===== src/hdl/assert_macros.svh =====
// Assertion macros for the RTL of the ARP cache table (used by arp_cache_table).
// No dependencies; files take it in by include with the bare file name.
`ifndef ASSERT_MACROS_SVH
`define ASSERT_MACROS_SVH

`ifndef ASSERT_OFF

// Same-cycle implication, checked at every rising clock edge outside reset.
`define ASSERT_IMPLIES(label, clk, rst, ante, cons) \
  label: assert property (@(posedge clk) disable iff (rst) (ante) |-> (cons)) \
    else $error("assertion failed: same-cycle implication");

// Next-cycle implication, checked at every rising clock edge outside reset.
`define ASSERT_NEXT(label, clk, rst, ante, cons) \
  label: assert property (@(posedge clk) disable iff (rst) (ante) |=> (cons)) \
    else $error("assertion failed: next-cycle implication");

`else

`define ASSERT_IMPLIES(label, clk, rst, ante, cons)
`define ASSERT_NEXT(label, clk, rst, ante, cons)

`endif

`endif


===== src/hdl/act_pkg.sv =====
// Package for the ARP cache table: field widths, operation codes and the
// command and status structs between controller and datapath. No dependencies.
`timescale 1ns / 1ps
`default_nettype none

package act_pkg;

  // Field widths.
  localparam int MAC_BYTES = 6;
  localparam int OP_W      = 2;
  localparam int IP_W      = 32;
  localparam int MAC_W     = MAC_BYTES * 8;
  localparam int TIME_W    = 32;
  localparam int TMO_W     = 16;
  localparam int CNT_W     = 5;
  localparam int RAM_W     = IP_W + MAC_W + TIME_W;

  // Default table size and register reset.
  localparam int                ENTRIES_DEF = 16;
  localparam logic [TMO_W-1:0]  TIMEOUT_RST = 16'd15;
  localparam logic [CNT_W-1:0]  CNT_MAX     = 5'd31;

  // Operation codes.
  localparam logic [OP_W-1:0] OP_LOOKUP = 2'd0;
  localparam logic [OP_W-1:0] OP_INSERT = 2'd1;
  localparam logic [OP_W-1:0] OP_TICK   = 2'd2;

  // Commands from the controller to the datapath.
  typedef struct packed {
    logic load;       // latch the request, clear the result, rewind the index
    logic idx_inc;    // advance the slot index
    logic rd_issue;   // read the slot at the current index
    logic ins_write;  // write the request into the slot at the current index
    logic publish;    // move the finished result into the output register
  } cmd_t;

  // Status from the datapath to the controller.
  typedef struct packed {
    logic idx_last;   // the index points at the last slot
    logic slot_free;  // the slot at the index is not valid
    logic out_full;   // the output register still holds an untaken result
  } sts_t;

endpackage

`default_nettype wire


===== src/hdl/act_ifs.sv =====
// Channel interfaces of the ARP cache table: request, response and the
// timeout configuration write. Depends on act_pkg.
`timescale 1ns / 1ps
`default_nettype none

interface act_req_if import act_pkg::*; ();
  logic              valid;
  logic              ready;
  logic [OP_W-1:0]   operation;
  logic [IP_W-1:0]   ip_address;
  logic [MAC_W-1:0]  mac_address;

  modport source (output valid, operation, ip_address, mac_address, input ready);
  modport sink   (input valid, operation, ip_address, mac_address, output ready);
endinterface

interface act_rsp_if import act_pkg::*; ();
  logic              valid;
  logic              ready;
  logic              hit;
  logic [MAC_W-1:0]  found_mac;
  logic              stored;
  logic [CNT_W-1:0]  expired_count;

  modport source (output valid, hit, found_mac, stored, expired_count, input ready);
  modport sink   (input valid, hit, found_mac, stored, expired_count, output ready);
endinterface

interface act_cfg_if import act_pkg::*; ();
  logic              valid;
  logic              ready;
  logic [TMO_W-1:0]  timeout_seconds;

  modport source (output valid, timeout_seconds, input ready);
  modport sink   (input valid, timeout_seconds, output ready);
endinterface

`default_nettype wire


===== src/hdl/act_ram.sv =====
// Generic single-write, single-read RAM with a registered read port.
// No dependencies.
`timescale 1ns / 1ps
`default_nettype none

module act_ram #(
  parameter int WIDTH = 8,
  parameter int DEPTH = 16,
  localparam int AW   = (DEPTH > 1) ? $clog2(DEPTH) : 1
) (
  input  logic             clk,
  input  logic             we,
  input  logic [AW-1:0]    waddr,
  input  logic [WIDTH-1:0] wdata,
  input  logic             re,
  input  logic [AW-1:0]    raddr,
  output logic [WIDTH-1:0] rdata
);

  logic [WIDTH-1:0] mem [DEPTH];

  // Write port.
  always_ff @(posedge clk) begin
    if (we) begin
      mem[waddr] <= wdata;
    end
  end

  // Registered read port.
  always_ff @(posedge clk) begin
    if (re) begin
      rdata <= mem[raddr];
    end
  end

endmodule

`default_nettype wire


===== src/hdl/act_ctrl.sv =====
// Controller of the ARP cache table: sequences the slot scan for each request.
// Depends on act_pkg.
`timescale 1ns / 1ps
`default_nettype none

module act_ctrl import act_pkg::*; (
  input  logic            clk,
  input  logic            rst,
  input  logic            in_valid,
  input  logic [OP_W-1:0] in_op,
  output logic            in_ready,
  input  sts_t            sts,
  output cmd_t            cmd
);

  localparam logic [2:0] S_IDLE   = 3'd0;
  localparam logic [2:0] S_SCAN   = 3'd1;
  localparam logic [2:0] S_DRAIN  = 3'd2;
  localparam logic [2:0] S_INSERT = 3'd3;
  localparam logic [2:0] S_DONE   = 3'd4;

  logic [2:0] state;
  logic [2:0] state_next;

  // Next state and commands.
  always_comb begin
    state_next = state;
    cmd        = '0;
    in_ready   = 1'b0;
    unique case (state)
      S_IDLE: begin
        in_ready = 1'b1;
        if (in_valid) begin
          cmd.load = 1'b1;
          unique case (in_op) inside
            OP_LOOKUP, OP_TICK: state_next = S_SCAN;
            OP_INSERT:          state_next = S_INSERT;
            default:            state_next = S_DONE;
          endcase
        end
      end
      // One slot read per cycle; each read is checked in the cycle after it.
      S_SCAN: begin
        cmd.rd_issue = 1'b1;
        if (sts.idx_last) begin
          state_next = S_DRAIN;
        end else begin
          cmd.idx_inc = 1'b1;
        end
      end
      // The last slot read is checked in this cycle.
      S_DRAIN: begin
        state_next = S_DONE;
      end
      // Walk the valid marks up to the first free slot, or to the last slot if none is free.
      S_INSERT: begin
        if (sts.slot_free) begin
          cmd.ins_write = 1'b1;
          state_next    = S_DONE;
        end else if (sts.idx_last) begin
          state_next = S_DONE;
        end else begin
          cmd.idx_inc = 1'b1;
        end
      end
      S_DONE: begin
        if (!sts.out_full) begin
          cmd.publish = 1'b1;
          state_next  = S_IDLE;
        end
      end
      default: begin
        state_next = S_IDLE;
      end
    endcase
  end

  // State register.
  always_ff @(posedge clk) begin
    if (rst) begin
      state <= S_IDLE;
    end else begin
      state <= state_next;
    end
  end

endmodule

`default_nettype wire


===== src/hdl/act_dpath.sv =====
// Datapath of the ARP cache table: slot RAM, valid marks, seconds counter,
// timeout register, result accumulators and output register.
// Depends on act_pkg and act_ram.
`timescale 1ns / 1ps
`default_nettype none

module act_dpath import act_pkg::*; #(
  parameter int ENTRIES = ENTRIES_DEF,
  localparam int IDX_W  = (ENTRIES > 1) ? $clog2(ENTRIES) : 1
) (
  input  logic             clk,
  input  logic             rst,
  input  cmd_t             cmd,
  output sts_t             sts,
  input  logic [OP_W-1:0]  in_op,
  input  logic [IP_W-1:0]  in_ip,
  input  logic [MAC_W-1:0] in_mac,
  input  logic             cfg_we,
  input  logic [TMO_W-1:0] cfg_timeout,
  input  logic             rsp_ready,
  output logic             rsp_valid,
  output logic             rsp_hit,
  output logic [MAC_W-1:0] rsp_found_mac,
  output logic             rsp_stored,
  output logic [CNT_W-1:0] rsp_expired_count
);

  // Latched request.
  logic [OP_W-1:0]   op;
  logic [IP_W-1:0]   ip;
  logic [MAC_W-1:0]  mac;

  // Table state and configuration.
  logic [ENTRIES-1:0] valid;
  logic [TIME_W-1:0]  now;
  logic [TMO_W-1:0]   timeout;

  // Scan index and the delayed check that follows each read.
  logic [IDX_W-1:0]   idx;
  logic               chk;
  logic [IDX_W-1:0]   chk_idx;

  // Result accumulators.
  logic               acc_hit;
  logic [MAC_W-1:0]   acc_mac;
  logic               acc_stored;
  logic [CNT_W-1:0]   acc_cnt;

  // Slot RAM read data split into its fields.
  logic [RAM_W-1:0]   rd_data;
  logic [IP_W-1:0]    rd_ip;
  logic [MAC_W-1:0]   rd_mac;
  logic [TIME_W-1:0]  rd_time;
  logic [TIME_W-1:0]  age;
  logic               chk_valid;
  logic               ip_match;
  logic               expired;

  assign rd_ip   = rd_data[RAM_W-1 -: IP_W];
  assign rd_mac  = rd_data[TIME_W +: MAC_W];
  assign rd_time = rd_data[TIME_W-1:0];

  act_ram #(
    .WIDTH (RAM_W),
    .DEPTH (ENTRIES)
  ) u_slots (
    .clk   (clk),
    .we    (cmd.ins_write),
    .waddr (idx),
    .wdata ({ip, mac, now}),
    .re    (cmd.rd_issue),
    .raddr (idx),
    .rdata (rd_data)
  );

  // Check of the slot whose read data has just arrived.
  assign chk_valid = valid[chk_idx];
  assign ip_match  = chk_valid && (rd_ip == ip);
  assign age       = now - rd_time;
  assign expired   = chk_valid && (age > {{(TIME_W-TMO_W){1'b0}}, timeout});

  // Status toward the controller.
  assign sts.idx_last  = (idx == IDX_W'(ENTRIES - 1));
  assign sts.slot_free = !valid[idx];
  assign sts.out_full  = rsp_valid && !rsp_ready;

  // Request latch.
  always_ff @(posedge clk) begin
    if (cmd.load) begin
      op  <= in_op;
      ip  <= in_ip;
      mac <= in_mac;
    end
  end

  // Timeout register, written by the configuration port.
  always_ff @(posedge clk) begin
    if (rst) begin
      timeout <= TIMEOUT_RST;
    end else if (cfg_we) begin
      timeout <= cfg_timeout;
    end
  end

  // Seconds counter; a tick advances it before its scan starts.
  always_ff @(posedge clk) begin
    if (rst) begin
      now <= '0;
    end else if (cmd.load && in_op == OP_TICK) begin
      now <= now + TIME_W'(1);
    end
  end

  // Scan index and the check strobe trailing the RAM read.
  always_ff @(posedge clk) begin
    if (rst) begin
      idx <= '0;
      chk <= 1'b0;
    end else begin
      chk <= cmd.rd_issue;
      if (cmd.load) begin
        idx <= '0;
      end else if (cmd.idx_inc) begin
        idx <= idx + IDX_W'(1);
      end
    end
  end

  always_ff @(posedge clk) begin
    chk_idx <= idx;
  end

  // Valid marks: set by an insert, cleared by an expiring tick.
  always_ff @(posedge clk) begin
    if (rst) begin
      valid <= '0;
    end else if (cmd.ins_write) begin
      valid[idx] <= 1'b1;
    end else if (chk && op == OP_TICK && expired) begin
      valid[chk_idx] <= 1'b0;
    end
  end

  // Result accumulators; the ascending scan leaves the highest matching slot.
  always_ff @(posedge clk) begin
    if (cmd.load) begin
      acc_hit    <= 1'b0;
      acc_mac    <= '0;
      acc_stored <= 1'b0;
      acc_cnt    <= '0;
    end else begin
      if (cmd.ins_write) begin
        acc_stored <= 1'b1;
      end
      if (chk && op == OP_LOOKUP && ip_match) begin
        acc_hit <= 1'b1;
        acc_mac <= rd_mac;
      end
      if (chk && op == OP_TICK && expired && acc_cnt != CNT_MAX) begin
        acc_cnt <= acc_cnt + CNT_W'(1);
      end
    end
  end

  // Output register holding one response transaction.
  always_ff @(posedge clk) begin
    if (rst) begin
      rsp_valid <= 1'b0;
    end else if (cmd.publish) begin
      rsp_valid <= 1'b1;
    end else if (rsp_ready) begin
      rsp_valid <= 1'b0;
    end
  end

  always_ff @(posedge clk) begin
    if (cmd.publish) begin
      rsp_hit           <= acc_hit;
      rsp_found_mac     <= acc_mac;
      rsp_stored        <= acc_stored;
      rsp_expired_count <= acc_cnt;
    end
  end

endmodule

`default_nettype wire


===== src/hdl/arp_cache_table.sv =====
// ARP cache table: one request transaction at a time, one response each.
// Lookup and tick read one slot RAM entry per cycle, check the last read, then
// publish; insert walks to the first free slot and writes it, or stops at the
// last slot; other codes publish at once. Publishing waits while the output
// is full, and a new request is taken as soon as the result is registered.
// Synchronous reset clears valid marks and seconds, timeout to 15.
`timescale 1ns / 1ps
`default_nettype none
`include "assert_macros.svh"

module arp_cache_table import act_pkg::*; #(
  parameter int ENTRIES = ENTRIES_DEF
) (
  input logic       clk,
  input logic       rst,
  act_req_if.sink   req,
  act_rsp_if.source rsp,
  act_cfg_if.sink   cfg
);

  cmd_t cmd;
  sts_t sts;

  // Configuration writes are always taken.
  assign cfg.ready = 1'b1;

  act_ctrl u_ctrl (
    .clk      (clk),
    .rst      (rst),
    .in_valid (req.valid),
    .in_op    (req.operation),
    .in_ready (req.ready),
    .sts      (sts),
    .cmd      (cmd)
  );

  act_dpath #(
    .ENTRIES (ENTRIES)
  ) u_dpath (
    .clk               (clk),
    .rst               (rst),
    .cmd               (cmd),
    .sts               (sts),
    .in_op             (req.operation),
    .in_ip             (req.ip_address),
    .in_mac            (req.mac_address),
    .cfg_we            (cfg.valid & cfg.ready),
    .cfg_timeout       (cfg.timeout_seconds),
    .rsp_ready         (rsp.ready),
    .rsp_valid         (rsp.valid),
    .rsp_hit           (rsp.hit),
    .rsp_found_mac     (rsp.found_mac),
    .rsp_stored        (rsp.stored),
    .rsp_expired_count (rsp.expired_count)
  );

  // An accepted request keeps the block busy for at least the next cycle.
  `ASSERT_NEXT(a_busy_after_accept, clk, rst, req.valid && req.ready, !req.ready)
  // A result is never published over one that has not been taken.
  `ASSERT_IMPLIES(a_publish_free, clk, rst, cmd.publish, !sts.out_full)
  // An insert only ever writes a free slot.
  `ASSERT_IMPLIES(a_insert_free, clk, rst, cmd.ins_write, sts.slot_free)

endmodule

`default_nettype wire

===== src/flat_wrapper.sv =====
// flat-port wrapper written by rule: the top's interface ports become plain ports
module arp_cache_table_flat import act_pkg::*;
#(
  parameter int ENTRIES = ENTRIES_DEF
)
  (clk, rst, req_valid, req_operation, req_ip_address, req_mac_address, req_ready, rsp_valid, rsp_hit, rsp_found_mac, rsp_stored, rsp_expired_count, rsp_ready, cfg_valid, cfg_timeout_seconds, cfg_ready);
  act_req_if req_i ();
  act_rsp_if rsp_i ();
  act_cfg_if cfg_i ();
  input logic clk;
  input logic rst;
  input wire logic [$bits(req_i.valid)-1:0] req_valid;
  input wire logic [$bits(req_i.operation)-1:0] req_operation;
  input wire logic [$bits(req_i.ip_address)-1:0] req_ip_address;
  input wire logic [$bits(req_i.mac_address)-1:0] req_mac_address;
  output wire logic [$bits(req_i.ready)-1:0] req_ready;
  output wire logic [$bits(rsp_i.valid)-1:0] rsp_valid;
  output wire logic [$bits(rsp_i.hit)-1:0] rsp_hit;
  output wire logic [$bits(rsp_i.found_mac)-1:0] rsp_found_mac;
  output wire logic [$bits(rsp_i.stored)-1:0] rsp_stored;
  output wire logic [$bits(rsp_i.expired_count)-1:0] rsp_expired_count;
  input wire logic [$bits(rsp_i.ready)-1:0] rsp_ready;
  input wire logic [$bits(cfg_i.valid)-1:0] cfg_valid;
  input wire logic [$bits(cfg_i.timeout_seconds)-1:0] cfg_timeout_seconds;
  output wire logic [$bits(cfg_i.ready)-1:0] cfg_ready;
  assign req_i.valid = req_valid;
  assign req_i.operation = req_operation;
  assign req_i.ip_address = req_ip_address;
  assign req_i.mac_address = req_mac_address;
  assign req_ready = req_i.ready;
  assign rsp_valid = rsp_i.valid;
  assign rsp_hit = rsp_i.hit;
  assign rsp_found_mac = rsp_i.found_mac;
  assign rsp_stored = rsp_i.stored;
  assign rsp_expired_count = rsp_i.expired_count;
  assign rsp_i.ready = rsp_ready;
  assign cfg_i.valid = cfg_valid;
  assign cfg_i.timeout_seconds = cfg_timeout_seconds;
  assign cfg_ready = cfg_i.ready;
  arp_cache_table #(.ENTRIES(ENTRIES)) u_core (.clk(clk), .rst(rst), .req(req_i), .rsp(rsp_i), .cfg(cfg_i));
endmodule

===== config.mk =====
export PLATFORM = sky130hd
export DESIGN_NAME = arp_cache_table_flat
export DESIGN_NICKNAME = d
export VERILOG_FILES = /design/src/hdl/act_pkg.sv /design/src/hdl/act_ifs.sv /design/src/hdl/act_ram.sv /design/src/hdl/act_ctrl.sv /design/src/hdl/act_dpath.sv /design/src/hdl/arp_cache_table.sv /design/src/flat_wrapper.sv
export VERILOG_INCLUDE_DIRS = /design/src /design/src/hdl
export SDC_FILE = /design/constraint.sdc
export NUM_CORES = 2
export LEC_CHECK = 0
export ABC_AREA = 1
export ABC_CLOCK_PERIOD_IN_PS = 6700
export BUFFER_PORTS_ARGS = -buffer_cell sky130_fd_sc_hd__buf_2
export CAP_MARGIN = 20
export CORE_MARGIN = 2
export CORE_UTILIZATION = 25
export CTS_CLUSTER_SIZE = 20
export DETAILED_ROUTE_END_ITERATION = 16
export PLACE_DENSITY = 0.51
export SLEW_MARGIN = 25
export SYNTH_ARGS = -nofsm -noshare
export SYNTH_HDL_FRONTEND = slang
export SYNTH_SLANG_ARGS = --single-unit
export TNS_END_PERCENT = 50

===== constraint.sdc =====
create_clock -name clk -period 6.7 [get_ports clk]
set_input_delay 0.67 -clock clk [delete_from_list [all_inputs] [get_ports clk]]
set_output_delay 0.67 -clock clk [all_outputs]
set_load 0.01 [all_outputs]

### After elaboration in Yosys (flattened, before gate mapping)

Memory sizes are Yosys's and may differ from the RTL's. A register that Yosys moved wholly into a read port is not among the register bits.
Cells that the tools add are included.

| word-level totals | value |
|---|---|
| register bits after elaboration | 269 |
| bits in latches | 0 |
| bits in writable memories | 1792 |
| bits in read-only memories | 0 |
| bits of input ports | 103 |
| output and inout bits | 58 |
| logic and storage cells | 98 |
| memories | 1 |

| operators by class | value |
|---|---|
| $add $sub $neg | 4 |
| multiply operators | 0 |
| divide/modulo/power cells | 0 |
| $lt $le $gt $ge | 5 |
| eq/ne operators | 14 |
| shift operators | 0 |
| mux-type cells | 32 |
| bitwise gates (word level) | 3 |
| reduce and logical (&&, ||, !) cells | 20 |

Memory list:

| memory | words | width | read ports | clocked after Yosys merged registers in | wr ports | RTL line | source |
|---|---|---|---|---|---|---|---|
| u_core.u_dpath.u_slots.mem | 16 | 112 | 1 | 1 | 1 | act_ram.sv:20 | `logic [WIDTH-1:0] mem [DEPTH];` |

Operator list:

| kind | count |
|---|---|
| $add 32x1->32 const B | 1 |
| $eq 32x32->1 | 1 |
| $gt 32x16->1 | 1 |
| $mux 16 | 2 |
| $sub 32x32->32 | 1 |
| $mux 1 | 18 |
| $and 16x16->16 | 1 |
| $not 16->16 | 1 |
| $or 16x16->16 | 1 |
| $mux 3 | 5 |
| $pmux 3 s5 | 1 |
| $logic_and 1x1->1 | 11 |
| $lt 4x5->1 const B | 2 |
| $bmux 1 s4 | 2 |
| $demux 1 s4 | 2 |
| $ge 4x1->1 const B | 2 |
| $eq 3x2->1 const B | 2 |
| $pmux 3 s2 | 1 |
| $add 5x1->5 const B | 1 |
| $ne 5x5->1 const B | 1 |
| $add 4x1->4 const B | 1 |
| $eq 2x2->1 const B | 2 |
| $eq 4x4->1 const B | 1 |
| $logic_not 2->1 | 2 |
| other kinds (12) | 15 |

### Depth between registers and ports, before layout

| logic depth | value |
|---|---|
| depth in word-level cells | 8 |
| depth in mapped cells | 28 |
| gate-level depth less buffers | 27 |

### Hierarchy

Synthesis repeated with hierarchy kept, for this count alone.

| second synthesis, totals | value |
|---|---|
| cells, all modules | 8994 |
| area total of the unflattened synthesis | 93173.1 µm² |

Modules (own cells, without submodules):

| module | times used | cells each | area an instance (µm²) | sequential area each (µm²) |
|---|---|---|---|---|
| act_ram | 1 | 7347 | 79749.0 | 57174.8 |
| act_dpath | 1 | 1606 | 13180.1 | 6696.4 |
| act_ctrl | 1 | 39 | 232.7 | 60.1 |
| arp_cache_table | 1 | 2 | 11.3 | 0.0 |

### Worst setup path before layout

OpenSTA, ideal clock, no wires.

| timing | value |
|---|---|
| kind | reg-to-reg |
| from | reg u_core.u_dpath.idx[0] |
| to | reg u_core.u_dpath.valid[0] |
| library setup time | 57 ps |
| data arrival time | 7075 ps |
| required time | 6643 ps |
| slack | -431 ps |
| cell stages (with the launch flop) | 12 |
| buffers on the path | 4 |
| period minus slack after synthesis | 7131 ps |
| path through | dfxtp_1 > inv_1 > clkbuf_1 > clkbuf_1 > clkbuf_1 > clkbuf_1 > ha_1 > nand2_1 > nor2_1 > o21ai_0 > o21bai_1 > inv_1 |

| on the way | value |
|---|---|
| word-level cells in the longest chain between the ends | 6 |
| elaborated cells between the ends (all ways) | 12 |
| those cells by class | 2 x order compare; 7 x mux; 1 x bitwise; 2 x reduce/logical |

RTL lines:

| what | RTL line | source |
|---|---|---|
| start, declared | act_dpath.sv:39 | `logic [IDX_W-1:0] idx;` |
| start signal, assigned | act_dpath.sv:124 | `idx <= idx + IDX_W'(1);` |
| $lt 4x5->1 (implied by the code) / $ge 4x1->1 (equally long branches) | act_dpath.sv:138 | `valid[idx] <= 1'b1;` |
| $logic_and 1x1->1 (implied by the code) | act_dpath.sv:138 |  |
| $mux 1 (implied by the code) | act_dpath.sv:138 |  |
| $demux 1 s4 | act_dpath.sv:138 |  |
| $or 16x16->16 (no source line) | - |  |
| $mux 16 | act_dpath.sv:137 | `end else if (cmd.ins_write) begin` |
| end signal, assigned | act_dpath.sv:136 | `valid <= '0;` |
| end signal, assigned by index | act_dpath.sv:138 |  |
| end signal, assigned by index | act_dpath.sv:140 | `valid[chk_idx] <= 1'b0;` |
| end, declared | act_dpath.sv:34 | `logic [ENTRIES-1:0] valid;` |

Several ways; a longest one is shown, not always the timed one. The select of a mux whose other input is x is not followed.
A chain may end at the register's enable or synchronous reset.

### Worst setup path in the final report

| timing | value |
|---|---|
| from | reg u_core.u_dpath.idx[0] |
| to | mem u_core.u_dpath.u_slots.mem[5][89] in the netlist's numbering, enable pin |

| on the way | value |
|---|---|
| word-level cells in the longest chain between the ends | 6 |

RTL lines:

| what | RTL line | source |
|---|---|---|
| $bmux 1 s4 | act_dpath.sv:84 | `assign sts.slot_free = !valid[idx];` |
| $mux 1 (implied by the code) | act_dpath.sv:84 |  |
| $mux 1 | act_ctrl.sv:57 | `if (sts.slot_free) begin` |
| $mux 1 | act_ctrl.sv:30 | `unique case (state)` |
| $mux 1 | act_ram.sv:24 | `if (we) begin` |
| $mux 1 (implied by the code) | act_ram.sv:25 | `mem[waddr] <= wdata;` |
| end, declared | act_ram.sv:20 |  |

Several ways; a longest one is shown, not always the timed one. The select of a mux whose other input is x is not followed.

==> summary.md <==
The I/O pin total was 161; the total number of vias was 53,750. The count of buffers inserted at the top-level ports is 159. For the worst setup path, the data arrival time is 5180 ps. The total power divided by cell area is 353.5 nW/um^2, and the worst-skew pair later-pin latency is 900 ps. The number of storage elements in the synthesis netlist works out to 2,173.

For the finished layout, the period the worst path requires is 4658 ps. The clock transition at the registers of the reported paths works out to 60 ps. TritonCTS built the clock tree.

Clock tree synthesis selected as its root buffer the cell sky130_fd_sc_hd__clkbuf_16. Dividing the detail-routed via count by the number of cells gives 4.652. The overall routing resource usage is 0.1404, and the achievable clock frequency is 214.7 MHz. For the sequential cell area, the log shows 63,940 um^2. The number of iterations in the first detailed-routing pass is 6, and the required time at the endpoint of the critical path is 7220 ps. In this run the worst path has a maximum fanout of 180. Leaving out fill and tap cells, the most frequent cells in the layout are 2,041 x sky130_fd_sc_hd__edfxtp_1, 1,112 x sky130_fd_sc_hd__nor2_1, 969 x sky130_fd_sc_hd__o21ai_0.

After detailed routing, the met2 layer carries 118,900 um of wire. Layout net count: 7,000. In the routed design, unresolved DRC markers number 0. For the area occupied by multi-input gates, the log shows 18,540 um^2.

The average instance area after synthesis came out at 12.72 um^2. For this block, wires on met1 add up to 110,100 um. After detailed routing, the total wire length is 247,200 um.

Setup violations remaining at the end of the flow were counted as 0. Once detailed placement completed, the half-perimeter wirelength came to 127,800 um. The number of clock sinks was 2,173; the total overflow reported by the global router was 0.

The die covers 343,800 um^2. The fraction of layout cells with a size suffix above 1 was 0.08966. Leaving out fill and tap cells, the most frequent cell in the layout is sky130_fd_sc_hd__edfxtp_1.

The path category of the worst min-delay check was in -> reg. The post-route antenna net violation count was 0; the sequential share of the synthesized area was 0.7540. The run gives 5,181 as the violation count after the first detailed-route iteration. The peak ir drop on the vdd network was 0.3518 mV; the utilization after layout was 0.2951. The effective utilization at floorplan is 0.2515.

The synthesized design contains 2,041 enable-type register cells. The run gives 17 as the initial antenna violation count. For this design, the slowest cell found on the critical path is sky130_fd_sc_hd__nor2_4. The first-pass GRT wire length came out at 360,100 um. The layout overhead on the synthesized area was 17.33%. The maximum buffer depth of the clock tree was 3; the number of standard cells after synthesis was 6,666.

Setup repair after global routing left no endpoint under its margin. In this design, the critical path's most frequently occurring cell is sky130_fd_sc_hd__nand2_1. The share of synthesized registers carrying an async set or reset was 0. For the number of rows created at floorplan, the log shows 213. The worst setup path is captured at a flop.

Detailed routing placed a total of 12,460 um of wire on met3. The wire length per cell after detailed routing was 21.39 um. At the end of routability-driven placement, the weighted congestion stood at 0.8464. The worst clock skew was 102.0 ps; the relative max-transition margin was 0.2809. For this run, the number of Yosys warnings is 0. The H-tree depth came out at 4. The run gives 0.03339 uW as the leakage power summed over all cells.

Hold is met by 70.38 ps. The tool flagged a number of max-cap violations equal to 0. The tools report the count of final hold-check violations as 0. The synthesized net count was 6,824. For this run, the slowest stage of the critical path takes 790 ps. Category of the most critical setup path: reg -> reg. The flow ran to the end, and the final reports show no timing, DRC or antenna violations. For the pin with the worst max-slew slack, the measured transition is 1079 ps. The layout has 33,770 filler cells.

In this run, post-CTS repair resized a total of 0 instances. STA classifies the critical path startpoint as a flop. The post-route clock period utilization works out to 0.6952.

The core footprint is 337,100 um^2, and the vertical extent of the die is 586.4 um. In the synthesized netlist the dominant register cell turns out to be sky130_fd_sc_hd__edfxtp_1. The critical path goes through clkinv_8 -> o21ai_0 -> nand2_1 -> a21boi_1 -> nand4_1 -> nor2_1 -> nand2_1 -> nor2_4 -> buf_4. The count of cell types in the netlist is 45.

Top layer reached by signal wires: met5. The TritonCTS buffer count is 226. The number of global-route vias before repair is 53,070. Measured along the x axis, the die boundary spans 586.4 um.

The mapped netlist covers 84,790 um^2. The logs give 231 for the largest net degree at the start of global routing and 0 for the final number of max-transition violations.
worst max-delay path, delay by kind of cell (launching register included):
family / cells / cell delay [ps]
AO/OA/AOI/OAI: 2 / 540
flip-flops: 1 / 600
buffers and inverters: 2 / 1230
AND/OR/NAND/NOR: 5 / 1860
per-stage QoR:
| stage | power (uW) | TNS (ps) | cell area [um^2] | worst slack (ps) | std cells |
|---|---|---|---|---|---|
| floorplan | 20440 | -385120 | 84790 | -431.1 | 6666 |
| global placement | 22570 | 0 | 90950 | 2211 | 11050 |
| detailed placement | 22660 | 0 | 90980 | 2176 | 11050 |
| CTS | 35560 | 0 | 99470 | 2173 | 11550 |
| global route | 36740 | 0 | 99480 | 1723 | 11550 |
| finish | 35170 | 0 | 99480 | 2042 | 11560 |
kinds of logic after synthesis:
logic type | synth area share
AOI/OAI and AO/OA | 0.09892
xor gates and xnor gates | 0.005578
adders and majority gates | 0.008205
buffers and inverters | 0.02906
DFF | 0.7540
other | 0.00004423
and+or+nand+nor | 0.1042
cell usage after synthesis (2+ instances only):
cell type,instances,area share
sky130_fd_sc_hd__a21oi_1,75,0.0044
sky130_fd_sc_hd__a31oi_1,2,0.00015
sky130_fd_sc_hd__and2_1,4,0.00030
sky130_fd_sc_hd__and3_1,2,0.00015
sky130_fd_sc_hd__buf_1,11,0.00049
sky130_fd_sc_hd__buf_2,22,0.0013
sky130_fd_sc_hd__clkbuf_1,345,0.015
sky130_fd_sc_hd__dfxtp_1,132,0.031
sky130_fd_sc_hd__edfxtp_1,2041,0.72
sky130_fd_sc_hd__ha_1,54,0.0080
sky130_fd_sc_hd__inv_1,263,0.012
sky130_fd_sc_hd__inv_2,6,0.00027
sky130_fd_sc_hd__nand2_1,793,0.035
sky130_fd_sc_hd__nand3_1,71,0.0042
sky130_fd_sc_hd__nand3_2,3,0.00035
sky130_fd_sc_hd__nand3b_1,3,0.00027
sky130_fd_sc_hd__nand4_1,132,0.0097
sky130_fd_sc_hd__nor2_1,1132,0.050
sky130_fd_sc_hd__nor2_2,2,0.00015
sky130_fd_sc_hd__nor3_1,26,0.0015
sky130_fd_sc_hd__nor3_4,3,0.00058
sky130_fd_sc_hd__nor3b_1,2,0.00018
sky130_fd_sc_hd__nor4_1,3,0.00022
sky130_fd_sc_hd__o211ai_1,2,0.00018
sky130_fd_sc_hd__o21a_1,12,0.0011
sky130_fd_sc_hd__o21ai_0,969,0.057
sky130_fd_sc_hd__o21ai_1,23,0.0014
sky130_fd_sc_hd__o21bai_1,10,0.00089
sky130_fd_sc_hd__o221ai_1,4,0.00041
sky130_fd_sc_hd__o22ai_1,448,0.033
sky130_fd_sc_hd__or2_2,5,0.00037
sky130_fd_sc_hd__xnor2_1,17,0.0018
sky130_fd_sc_hd__xor2_1,37,0.0038
per-layer routing:
layer,up-vias,GRT usage
met2,1484,0.2341
met1,27370,0.1902
met3,370,0.02041
li1,24520,-
met5,-,0
met4,4,0.03737
power by group:
part	total, uW	switching (uW)	leakage, uW	internal (uW)
Clock	12800	5400	0.00373	7440
Combinational	5520	3940	0.00978	1580
Sequential	16800	748	0.0199	16100
flip-flops by register name, summed over array words and instances (netlist names), 3 cells and up:
name / cells
u_core.u_dpath.timeout: 16
u_core.u_ctrl.state: 3
u_core.u_dpath.mac: 48
u_core.u_dpath.ip: 32
u_core.u_dpath.rsp_found_mac: 48
u_core.u_dpath.acc_mac: 48
u_core.u_dpath.u_slots.mem: 1792
u_core.u_dpath.now: 32
u_core.u_dpath.idx: 4
u_core.u_dpath.acc_cnt: 5
u_core.u_dpath.u_slots.rdata: 112
u_core.u_dpath.chk_idx: 4
u_core.u_dpath.rsp_expired_count: 5
u_core.u_dpath.valid: 16
timing repair:
item                      CTS  global route
hold endpoints to repair   81             0
hold buffers               81             0
setup buffers               0             0
final timing paths:
kind,from,to,slack [ps],depth (start not counted)
max,u_core.u_dpath.idx[0],u_core.u_dpath.u_slots.mem[5][89],2040,9
min,req_ip_address[21],u_core.u_dpath.ip[21],70,1
max reg2reg,u_core.u_dpath.idx[0],u_core.u_dpath.u_slots.mem[5][89],2040,9
min reg2reg,u_core.u_dpath.acc_mac[18],u_core.u_dpath.rsp_found_mac[18],430,0
final cells by class:
type,instances,share of cell area
Timing Repair Buffer,327,0.02635
Inverter,269,0.01050
Tap cell,4515,0.05679
Multi-Input combinational cell,3845,0.1864
Clock buffer,276,0.06037
Clock inverter,148,0.01683
Antenna cell,2,0.00005031
Sequential cell,2173,0.6427
Note: power is estimated with default switching activity, not from simulation.
